`src/rtl/core/npl_pkg.sv`:
```
// Shared types and codes for the price level book: request and result words, level record.
package npl_pkg;

    localparam int PRICE_W = 64;
    localparam int QTY_W   = 31;
    localparam int CODE_W  = 3;

    // Outcome codes
    localparam logic [CODE_W-1:0] OUT_INSERTED  = 3'd0;
    localparam logic [CODE_W-1:0] OUT_UPDATED   = 3'd1;
    localparam logic [CODE_W-1:0] OUT_REPLACED  = 3'd2;
    localparam logic [CODE_W-1:0] OUT_DROPPED   = 3'd3;
    localparam logic [CODE_W-1:0] OUT_DELETED   = 3'd4;
    localparam logic [CODE_W-1:0] OUT_NOT_FOUND = 3'd5;

    // Request type codes
    localparam logic REQ_SET    = 1'b0;
    localparam logic REQ_DELETE = 1'b1;

    typedef struct packed {
        logic                      req_type;
        logic                      is_bid_side;
        logic signed [PRICE_W-1:0] level_price;
        logic [QTY_W-1:0]          level_qty;
        logic [QTY_W-1:0]          level_orders;
    } t_req;

    typedef struct packed {
        logic [CODE_W-1:0]         outcome;
        logic [CODE_W-1:0]         bid_count;
        logic [CODE_W-1:0]         ask_count;
        logic signed [PRICE_W-1:0] best_bid_price;
        logic [QTY_W-1:0]          best_bid_qty;
        logic signed [PRICE_W-1:0] best_ask_price;
        logic [QTY_W-1:0]          best_ask_qty;
    } t_rsp;

    typedef struct packed {
        logic                      valid;
        logic signed [PRICE_W-1:0] price;
        logic [QTY_W-1:0]          qty;
        logic [QTY_W-1:0]          orders;
    } t_level;

    localparam t_level LEVEL_ZERO = '0;

    typedef struct packed {
        logic cmp_en;
        logic upd_en;
        logic is_del;
        logic is_bid;
    } t_side_ctl;

endpackage

```
`src/rtl/core/npl_cell.sv`:
```
// One price level cell: holds a level, compares against the request, shifts with neighbours.
module npl_cell
    import npl_pkg::*;
(
    input  logic      i_clk,
    input  logic      i_rst_n,
    input  t_side_ctl i_ctl,
    input  t_req      i_req,
    input  t_level    i_prev_lvl,
    input  logic      i_prev_better,
    input  t_level    i_next_lvl,
    input  logic      i_any_match,
    output t_level    o_lvl,
    output logic      o_better,
    output logic      o_match
);

    t_level r_lvl;
    t_level n_lvl;
    logic   r_better;
    logic   r_match;
    logic   w_better;

    // Strictly better price for this side; an empty cell always counts as better
    always_comb begin
        if (!r_lvl.valid) begin
            w_better = 1'b1;
        end else if (i_ctl.is_bid) begin
            w_better = (i_req.level_price > r_lvl.price);
        end else begin
            w_better = (i_req.level_price < r_lvl.price);
        end
    end

    // Register compare flags
    always_ff @(posedge i_clk) begin
        if (i_ctl.cmp_en) begin
            r_better <= w_better;
            r_match  <= r_lvl.valid && (r_lvl.price == i_req.level_price);
        end
    end

    // Work out the new level: close the gap, overwrite, insert the request, or take from the better neighbour
    always_comb begin
        n_lvl = r_lvl;
        if (i_ctl.is_del) begin
            if (i_any_match && (r_match || r_better)) begin
                n_lvl = i_next_lvl;
            end
        end else if (i_any_match) begin
            if (r_match) begin
                n_lvl.qty    = i_req.level_qty;
                n_lvl.orders = i_req.level_orders;
            end
        end else if (r_better) begin
            if (i_prev_better) begin
                n_lvl = i_prev_lvl;
            end else begin
                n_lvl.valid  = 1'b1;
                n_lvl.price  = i_req.level_price;
                n_lvl.qty    = i_req.level_qty;
                n_lvl.orders = i_req.level_orders;
            end
        end
    end

    // Hold the level; only the valid bit needs reset
    always_ff @(posedge i_clk) begin
        if (!i_rst_n) begin
            r_lvl.valid <= 1'b0;
        end else if (i_ctl.upd_en) begin
            r_lvl.valid <= n_lvl.valid;
        end
        if (i_ctl.upd_en) begin
            r_lvl.price  <= n_lvl.price;
            r_lvl.qty    <= n_lvl.qty;
            r_lvl.orders <= n_lvl.orders;
        end
    end

    assign o_lvl    = r_lvl;
    assign o_better = r_better;
    assign o_match  = r_match;

endmodule

```
`src/rtl/core/npl_side.sv`:
```
// One side of the book: a chain of level cells, its level count and the request outcome.
module npl_side
    import npl_pkg::*;
#(
    parameter int LEVELS  = 5,
    parameter int COUNT_W = $clog2(LEVELS + 1)
) (
    input  logic               i_clk,
    input  logic               i_rst_n,
    input  t_side_ctl          i_ctl,
    input  t_req               i_req,
    output logic [CODE_W-1:0]  o_outcome,
    output logic [COUNT_W-1:0] o_count,
    output t_level             o_best
);

    t_level             w_lvl    [LEVELS];
    logic [LEVELS-1:0]  w_better;
    logic [LEVELS-1:0]  w_match;
    logic               w_any_match;
    logic [COUNT_W-1:0] r_count;

    assign w_any_match = |w_match;

    // Build the chain; the ends see an empty neighbour
    for (genvar k = 0; k < LEVELS; k++) begin : g_cell
        t_level w_prev;
        t_level w_next;
        logic   w_prev_better;

        if (k == 0) begin : g_first
            assign w_prev        = LEVEL_ZERO;
            assign w_prev_better = 1'b0;
        end else begin : g_inner_prev
            assign w_prev        = w_lvl[k-1];
            assign w_prev_better = w_better[k-1];
        end

        if (k == LEVELS - 1) begin : g_last
            assign w_next = LEVEL_ZERO;
        end else begin : g_inner_next
            assign w_next = w_lvl[k+1];
        end

        npl_cell u_cell (
            .i_clk         (i_clk),
            .i_rst_n       (i_rst_n),
            .i_ctl         (i_ctl),
            .i_req         (i_req),
            .i_prev_lvl    (w_prev),
            .i_prev_better (w_prev_better),
            .i_next_lvl    (w_next),
            .i_any_match   (w_any_match),
            .o_lvl         (w_lvl[k]),
            .o_better      (w_better[k]),
            .o_match       (w_match[k])
        );
    end

    // Decide the outcome from the registered flags; the worst cell tells whether a slot exists
    always_comb begin
        if (i_ctl.is_del) begin
            o_outcome = w_any_match ? OUT_DELETED : OUT_NOT_FOUND;
        end else if (w_any_match) begin
            o_outcome = OUT_UPDATED;
        end else if (!w_better[LEVELS-1]) begin
            o_outcome = OUT_DROPPED;
        end else if (w_lvl[LEVELS-1].valid) begin
            o_outcome = OUT_REPLACED;
        end else begin
            o_outcome = OUT_INSERTED;
        end
    end

    // Advance the level count with the update
    always_ff @(posedge i_clk) begin
        if (!i_rst_n) begin
            r_count <= '0;
        end else if (i_ctl.upd_en) begin
            if (o_outcome == OUT_INSERTED) begin
                r_count <= r_count + 1'b1;
            end else if (o_outcome == OUT_DELETED) begin
                r_count <= r_count - 1'b1;
            end
        end
    end

    assign o_count = r_count;
    assign o_best  = w_lvl[0].valid ? w_lvl[0] : LEVEL_ZERO;

endmodule

```
`src/rtl/core/top_n_price_level_book_unit.sv`:
```
// Top level of the price level book: request sequencing, both sides and the result register.
//
// Input channel: i_in_valid / o_in_stall carry one request word (set or delete a level
// on the bid or ask side). Output channel: o_out_valid / i_out_stall carry one result
// word per request: outcome code, level count of each side and best level of each side.
// A word moves at a clock edge where valid is high and stall is low.
// Each side is a chain of BOOK_LEVELS cells, one per price level, best level first.
// A request passes through capture, parallel compare in every cell of the chosen side,
// shift/update of the chain and result load, in that order. The input stalls until the
// result load step is done, so a new request is taken only once the last is through.
// The next request is taken while the previous result still waits in the output
// register; a held result only delays the result load step, which waits until the
// output register is free.
// Reset (i_rst_n low, synchronous) empties both sides, clears the result valid flag
// and returns the sequencer to idle.
module top_n_price_level_book_unit
    import npl_pkg::*;
#(
    parameter int BOOK_LEVELS = 5
) (
    input  logic i_clk,
    input  logic i_rst_n,
    input  logic i_in_valid,
    output logic o_in_stall,
    input  t_req i_in_word,
    output logic o_out_valid,
    input  logic i_out_stall,
    output t_rsp o_out_word
);

    localparam int COUNT_W = $clog2(BOOK_LEVELS + 1);

    localparam logic [1:0] ST_IDLE = 2'd0;
    localparam logic [1:0] ST_CMP  = 2'd1;
    localparam logic [1:0] ST_UPD  = 2'd2;
    localparam logic [1:0] ST_OUT  = 2'd3;

    logic [1:0]         r_state;
    logic [1:0]         n_state;
    t_req               r_req;
    logic [CODE_W-1:0]  r_outcome;
    logic               r_out_valid;
    t_rsp               r_out_word;
    t_rsp               n_out_word;
    t_side_ctl          w_bid_ctl;
    t_side_ctl          w_ask_ctl;
    logic [CODE_W-1:0]  w_bid_outcome;
    logic [CODE_W-1:0]  w_ask_outcome;
    logic [COUNT_W-1:0] w_bid_count;
    logic [COUNT_W-1:0] w_ask_count;
    logic [COUNT_W+2:0] w_bid_count_ext;
    logic [COUNT_W+2:0] w_ask_count_ext;
    t_level             w_bid_best;
    t_level             w_ask_best;
    logic               w_in_accept;
    logic               w_out_free;

    assign w_in_accept = i_in_valid && !o_in_stall;
    assign w_out_free  = !r_out_valid || !i_out_stall;
    assign o_in_stall  = (r_state != ST_IDLE);

    // Step through capture, compare, update and result load
    always_comb begin
        n_state = r_state;
        case (r_state)
            ST_IDLE: begin
                if (w_in_accept) begin
                    n_state = ST_CMP;
                end
            end
            ST_CMP: begin
                n_state = ST_UPD;
            end
            ST_UPD: begin
                n_state = ST_OUT;
            end
            ST_OUT: begin
                if (w_out_free) begin
                    n_state = ST_IDLE;
                end
            end
            default: begin
                n_state = ST_IDLE;
            end
        endcase
    end

    always_ff @(posedge i_clk) begin
        if (!i_rst_n) begin
            r_state <= ST_IDLE;
        end else begin
            r_state <= n_state;
        end
    end

    // Capture the request word
    always_ff @(posedge i_clk) begin
        if (w_in_accept) begin
            r_req <= i_in_word;
        end
    end

    // Steer compare and update to the requested side
    always_comb begin
        w_bid_ctl.cmp_en = (r_state == ST_CMP) && r_req.is_bid_side;
        w_bid_ctl.upd_en = (r_state == ST_UPD) && r_req.is_bid_side;
        w_bid_ctl.is_del = (r_req.req_type == REQ_DELETE);
        w_bid_ctl.is_bid = 1'b1;
        w_ask_ctl.cmp_en = (r_state == ST_CMP) && !r_req.is_bid_side;
        w_ask_ctl.upd_en = (r_state == ST_UPD) && !r_req.is_bid_side;
        w_ask_ctl.is_del = (r_req.req_type == REQ_DELETE);
        w_ask_ctl.is_bid = 1'b0;
    end

    npl_side #(
        .LEVELS (BOOK_LEVELS)
    ) u_bid (
        .i_clk     (i_clk),
        .i_rst_n   (i_rst_n),
        .i_ctl     (w_bid_ctl),
        .i_req     (r_req),
        .o_outcome (w_bid_outcome),
        .o_count   (w_bid_count),
        .o_best    (w_bid_best)
    );

    npl_side #(
        .LEVELS (BOOK_LEVELS)
    ) u_ask (
        .i_clk     (i_clk),
        .i_rst_n   (i_rst_n),
        .i_ctl     (w_ask_ctl),
        .i_req     (r_req),
        .o_outcome (w_ask_outcome),
        .o_count   (w_ask_count),
        .o_best    (w_ask_best)
    );

    // Hold the outcome of the update step
    always_ff @(posedge i_clk) begin
        if (r_state == ST_UPD) begin
            r_outcome <= r_req.is_bid_side ? w_bid_outcome : w_ask_outcome;
        end
    end

    // Assemble the result word; counts keep their low three bits
    assign w_bid_count_ext = {3'b000, w_bid_count};
    assign w_ask_count_ext = {3'b000, w_ask_count};

    always_comb begin
        n_out_word.outcome        = r_outcome;
        n_out_word.bid_count      = w_bid_count_ext[2:0];
        n_out_word.ask_count      = w_ask_count_ext[2:0];
        n_out_word.best_bid_price = w_bid_best.price;
        n_out_word.best_bid_qty   = w_bid_best.qty;
        n_out_word.best_ask_price = w_ask_best.price;
        n_out_word.best_ask_qty   = w_ask_best.qty;
    end

    // Load the result register when free, drop valid once the word is taken
    always_ff @(posedge i_clk) begin
        if (!i_rst_n) begin
            r_out_valid <= 1'b0;
        end else if ((r_state == ST_OUT) && w_out_free) begin
            r_out_valid <= 1'b1;
        end else if (!i_out_stall) begin
            r_out_valid <= 1'b0;
        end
    end

    always_ff @(posedge i_clk) begin
        if ((r_state == ST_OUT) && w_out_free) begin
            r_out_word <= n_out_word;
        end
    end

    assign o_out_valid = r_out_valid;
    assign o_out_word  = r_out_word;

    // Level counts stay within the chain length
    a_count_range: assert property (@(posedge i_clk) disable iff (!i_rst_n)
        (w_bid_count <= COUNT_W'(BOOK_LEVELS)) && (w_ask_count <= COUNT_W'(BOOK_LEVELS)))
        else $error("level count beyond chain length");

    // An empty bid side shows a zero best level
    a_empty_best: assert property (@(posedge i_clk) disable iff (!i_rst_n)
        (w_bid_count == '0) |-> (w_bid_best.price == '0) && (w_bid_best.qty == '0))
        else $error("empty bid side shows a level");

    // A taken request blocks the input until its result is loaded
    a_busy_after_accept: assert property (@(posedge i_clk) disable iff (!i_rst_n)
        w_in_accept |=> o_in_stall ##1 o_in_stall ##1 o_in_stall)
        else $error("input open during request processing");

    // A result load always raises output valid and reopens the input
    a_load_valid: assert property (@(posedge i_clk) disable iff (!i_rst_n)
        ((r_state == ST_OUT) && w_out_free) |=> o_out_valid && !o_in_stall)
        else $error("result load did not present a word");

endmodule

```
`config.mk`:
```
export PLATFORM = sky130hd
export DESIGN_NAME = top_n_price_level_book_unit
export DESIGN_NICKNAME = d
export VERILOG_FILES = /design/src/rtl/core/npl_pkg.sv /design/src/rtl/core/npl_cell.sv /design/src/rtl/core/npl_side.sv /design/src/rtl/core/top_n_price_level_book_unit.sv
export SDC_FILE = /design/constraint.sdc
export NUM_CORES = 2
export LEC_CHECK = 0
export BUFFER_PORTS_ARGS = -buffer_cell sky130_fd_sc_hd__buf_2
export CAP_MARGIN = 10
export CORE_MARGIN = 2
export CORE_UTILIZATION = 30
export CTS_BUF_LIST = sky130_fd_sc_hd__clkbuf_4 sky130_fd_sc_hd__clkbuf_8 sky130_fd_sc_hd__clkbuf_16
export DETAILED_ROUTE_END_ITERATION = 16
export PLACE_DENSITY = 0.52
export SLEW_MARGIN = 20
export SYNTH_ARGS = -nofsm -noshare
export SYNTH_HDL_FRONTEND = slang
export SYNTH_HIERARCHICAL = 1
export SYNTH_SLANG_ARGS = --single-unit
```
`constraint.sdc`:
```
create_clock -name i_clk -period 15.5 [get_ports i_clk]
set_input_delay 0.775 -clock i_clk [delete_from_list [all_inputs] [get_ports i_clk]]
set_output_delay 0.775 -clock i_clk [all_outputs]
set_load 0.02 [all_outputs]
```
Word-level counts from Yosys, hierarchy flattened
Index checks and enable logic that the tools add are counted.

Add/subtract/negate cells: 4. Multiply operators: 0. Divide/modulo/power cells: 0. Order comparisons: 10. Eq/ne operators: 40. Shift-type cells: 0. Mux-type cells: 88. Bitwise logic cells: 0. Reduce and logical (&&, ||, !) cells: 92.

Operators by type and width (count): $mux 127 (38); $mux 62 (20); $mux 65 (10); $eq 64x64->1 (10); $gt 64x64->1 (5); $lt 64x64->1 (5); $reduce_and 4->1 (20); $mux 3 (11); $reduce_bool 3->1 (10); $logic_and 1x1->1 (26); $reduce_bool 2->1 (13); $ne 3x3->1 const B (8); $ne 2x1->1 const B (11); $logic_or 1x1->1 (11); $reduce_or 5->1 (2); $mux 2 (4); $ne 2x2->1 const B (4); $pmux 2 s4 (1); $add 3x1->3 const B (2); $eq 3x3->1 const B (2); $logic_not 3->1 (2); $ne 3x2->1 const B (2); $reduce_and 2->1 (3); $sub 3x1->3 const B (2); 5 further kinds (12).

Flip-flop bits (word level): 1629. Bits in latches: 0. Bits in writable memories: 0. ROM bits: 0. Input port bits: 132. Output and inout port bits: 201. Logic and storage cells: 311. Memories: 0.

Depth between registers and ports, before layout
Depth in word-level cells: 7. Gate-level depth with buffers: 9. Gate-level depth less buffers: 9.

Hierarchy
The synthesis kept the hierarchy.

By module, submodules not included: npl_cell (u_ask.g_cell[0].u_cell ...) (instances 8, cells each 799, area an instance 8204.1 µm², sequential area each 3863.7 µm²); top_n_price_level_book_unit (instances 1, cells each 361, area an instance 10177.3 µm², sequential area each 9969.6 µm²); npl_cell (u_ask.g_cell[2].u_cell) (instances 1, cells each 798, area an instance 8174.1 µm², sequential area each 3863.7 µm²); npl_cell (u_bid.g_cell[4].u_cell) (instances 1, cells each 796, area an instance 8165.3 µm², sequential area each 3863.7 µm²); npl_side (instances 2, cells each 170, area an instance 1114.8 µm², sequential area each 60.1 µm²).

Least setup slack after synthesis
OpenSTA, ideal clock, no wires.

Path type: input-to-reg. Start: input port i_out_stall. End: register r_out_word (netlist bit o_out_word[0]) (enable). Setup time: 1060 ps. Data arrival time: 15113 ps. Data required time: 14440 ps. Setup slack: -673 ps. Cell stages on the path: 1. Buffers on the path: 0. Cell sequence: a21boi_0.

Word-level cells in the longest chain between the ends: 3.

RTL lines: from (decl) (RTL line top_n_price_level_book_unit.sv:27) `input logic i_out_stall,`; $logic_not 1->1; $logic_or 1x1->1 (RTL line top_n_price_level_book_unit.sv:59) `assign w_out_free = !r_out_valid || !i_out_stall;`; $logic_and 1x1->1 (RTL line top_n_price_level_book_unit.sv:172) `if ((r_state == ST_OUT) && w_out_free) begin`; to (signal assigned) (RTL line top_n_price_level_book_unit.sv:173) `r_out_word <= n_out_word;`; to (decl) (RTL line top_n_price_level_book_unit.sv:43) `t_rsp r_out_word;`.

Every way passes these cells. A chain may end at the register's enable or synchronous reset.

==> flow_summary.ini <==
[die]
start_util = 0.3019
core-area_sq_um = 257200
pin_count = 333
dieHeight_um = 512.7
rows = 186
die-area_sq_um = 262900
die_x_um = 512.7

[placement]
place_area_sq_um = 84790
gp_congestion = 0.8522
dp_hpwl_mm = 158.0
io_buffer_count = 301

[synth]
syn-instance-count = 7280
ys_warn_count = 6
synth.avg_cell_area_sq_um = 10.66
synth_area_sq_um = 77630

[run_status]
outcome = complete, but fails checks
violations = slew limit

[drt]
via_count = 56100
drt_iter0_drc = 4139
drtAntennaViolNets = 0
dr.pass1.iters = 5
route.detailed.drc = 0
vias_per_cell = 4.903
totalWireLength_mm = 235.8
wl_per_cell_um = 20.61

[global_route]
gr-total-overflow = 0
antenna_found_initial = 14
grt_start_max_net_pins = 252
grt_pass1_wl_mm = 352.2
grtUsageTotal = 0.1749
grt_pass1_vias = 56450

[cts]
cts_made_buffers = 156
clk_latency_ns = 0.82
cts_tree = done
cts_num_sinks = 1288
cts.htree.levels = 4
cts-root-buf = clkbuf_16
holdBufCountCts = 0
cts_resized = 0
post-cts-setup-buffer-count = 0
cts_max_path_buffers = 3
clkTransAtPathRegs_ns = 0.06

[worst_hold_path]
hp-class = in2reg

[setup_path]
cp_max_fo = 122
crit_type = reg2reg
start_kind = register
worst_ep_arrival_time_ns = 5.42
endpoint_kind = register
cp_data_required_time_ns = 16.04

[power_and_ir_drop]
p_per_area_nw_per_um2 = 127.5
vdd_drop_max_v = 0.0001354
finalPower_uw = 11470
leakagePower_uw = 0.03951

[timing]
tightestPinTransition_ns = 5.392
rsz0062_at_grt = false
drv_slew = 64
fmaxAchievable_ghz = 0.2048
hold_viol = 0
final.setup.tns_ns = 0
fin_crit_ns = 4.882
post-route-period-util = 0.3149
setup_viol = 0
relSlewSlack = -2.602
skew_ns = 0.04550

[cells_and_area]
fillers = 25600
nNetsFinal = 8703
final_layout_size_suffix_gt1_frac = 0.1047
area_growth_pct = 15.87
design_area_sq_um = 89950

[flow_run]
drv_cap = 0
-- flip-flops by register name (all words and copies together), names as in the netlist, 3 cells and up --
signal and cells:
u_ask/g_cell.u_cell/o_lvl 480, u_bid/g_cell.u_cell/o_match 5, u_bid/g_cell.u_cell/o_lvl 480, u_ask/o_count 3, o_out_word 199, u_bid/g_cell.u_cell/o_better 5
u_ask/g_cell.u_cell/o_better 5, r_req 97, u_ask/g_cell.u_cell/o_match 5, u_bid/o_count 3, r_outcome 3
-- metrics by stage --
step,utilization,setup WS (ns),hold WS (ns),instances
floorplan,-,4.589,0.4003,7696
global placement,0.3297,10.31,0.4096,11150
detailed placement,0.3297,10.14,0.4045,11150
CTS,0.3495,10.16,0.03116,11430
global route,0.3497,10.15,0.05731,11440
finish,0.3498,10.62,0.1038,11440
-- routing by layer --
metal | GRT usage | share of wire
met1 | 0.2418 | 0.47
met2 | 0.2829 | 0.46
met3 | 0.02369 | 0.049
met4 | 0.05305 | 0.028
met5 | 0 | 0.000089
-- worst max-delay path, cell delays in order, from the launching register on --
cell and delay (ns):
edfxtp_1 0.43, buf_4 0.68, buf_4 0.77, buf_4 0.81, buf_4 0.57, buf_4 0.88
o21ai_0 0.26
-- worst paths after layout --
| path | from | end | slack (ns) | depth (start not counted) |
|---|---|---|---|---|
| worst max-delay path | r_req[127] | u_ask/g_cell[4].u_cell/o_lvl[81] | 10.62 | 6 |
| worst min-delay path | i_in_word[99] | r_req[99] | 0.10 | 1 |
| worst max register to register | r_req[127] | u_ask/g_cell[4].u_cell/o_lvl[81] | 10.62 | 6 |
| worst min register to register | r_outcome[1] | o_out_word[197] | 0.43 | 0 |
-- report_power, final --
part	internal (uW)	switching [uW]	total (uW)
clock network	2100	1580	3680
registers	4450	254	4710
logic	1010	2080	3080
-- cells in the final DEF, fill, tap and decap left out, types with 63 or more instances in the layout --
master,n
edfxtp_1,1269
and2_1,204
a21oi_1,293
ha_1,644
inv_1,692
buf_4,137
mux2i_1,965
nor2_1,63
nand2_1,1097
nand4_1,119
o21ai_1,106
o21ai_0,913
nand3_1,102
conb_1,420
clkbuf_16,158
buf_2,301
-- cell type report --
class / count / area [sq um] / area share
diodes: 6 / 15.01 / 0.0001669
clock buffers: 205 / 4332 / 0.04816
clock inverters: 79 / 757.0 / 0.008415
inverters: 694 / 2605 / 0.02896
multi-input cells: 5340 / 36860 / 0.4098
flip-flops and latches: 1288 / 38490 / 0.4279
well taps: 3384 / 4234 / 0.04707
repair buffers: 445 / 2656 / 0.02953
Note: power is estimated with default switching activity, not from simulation.
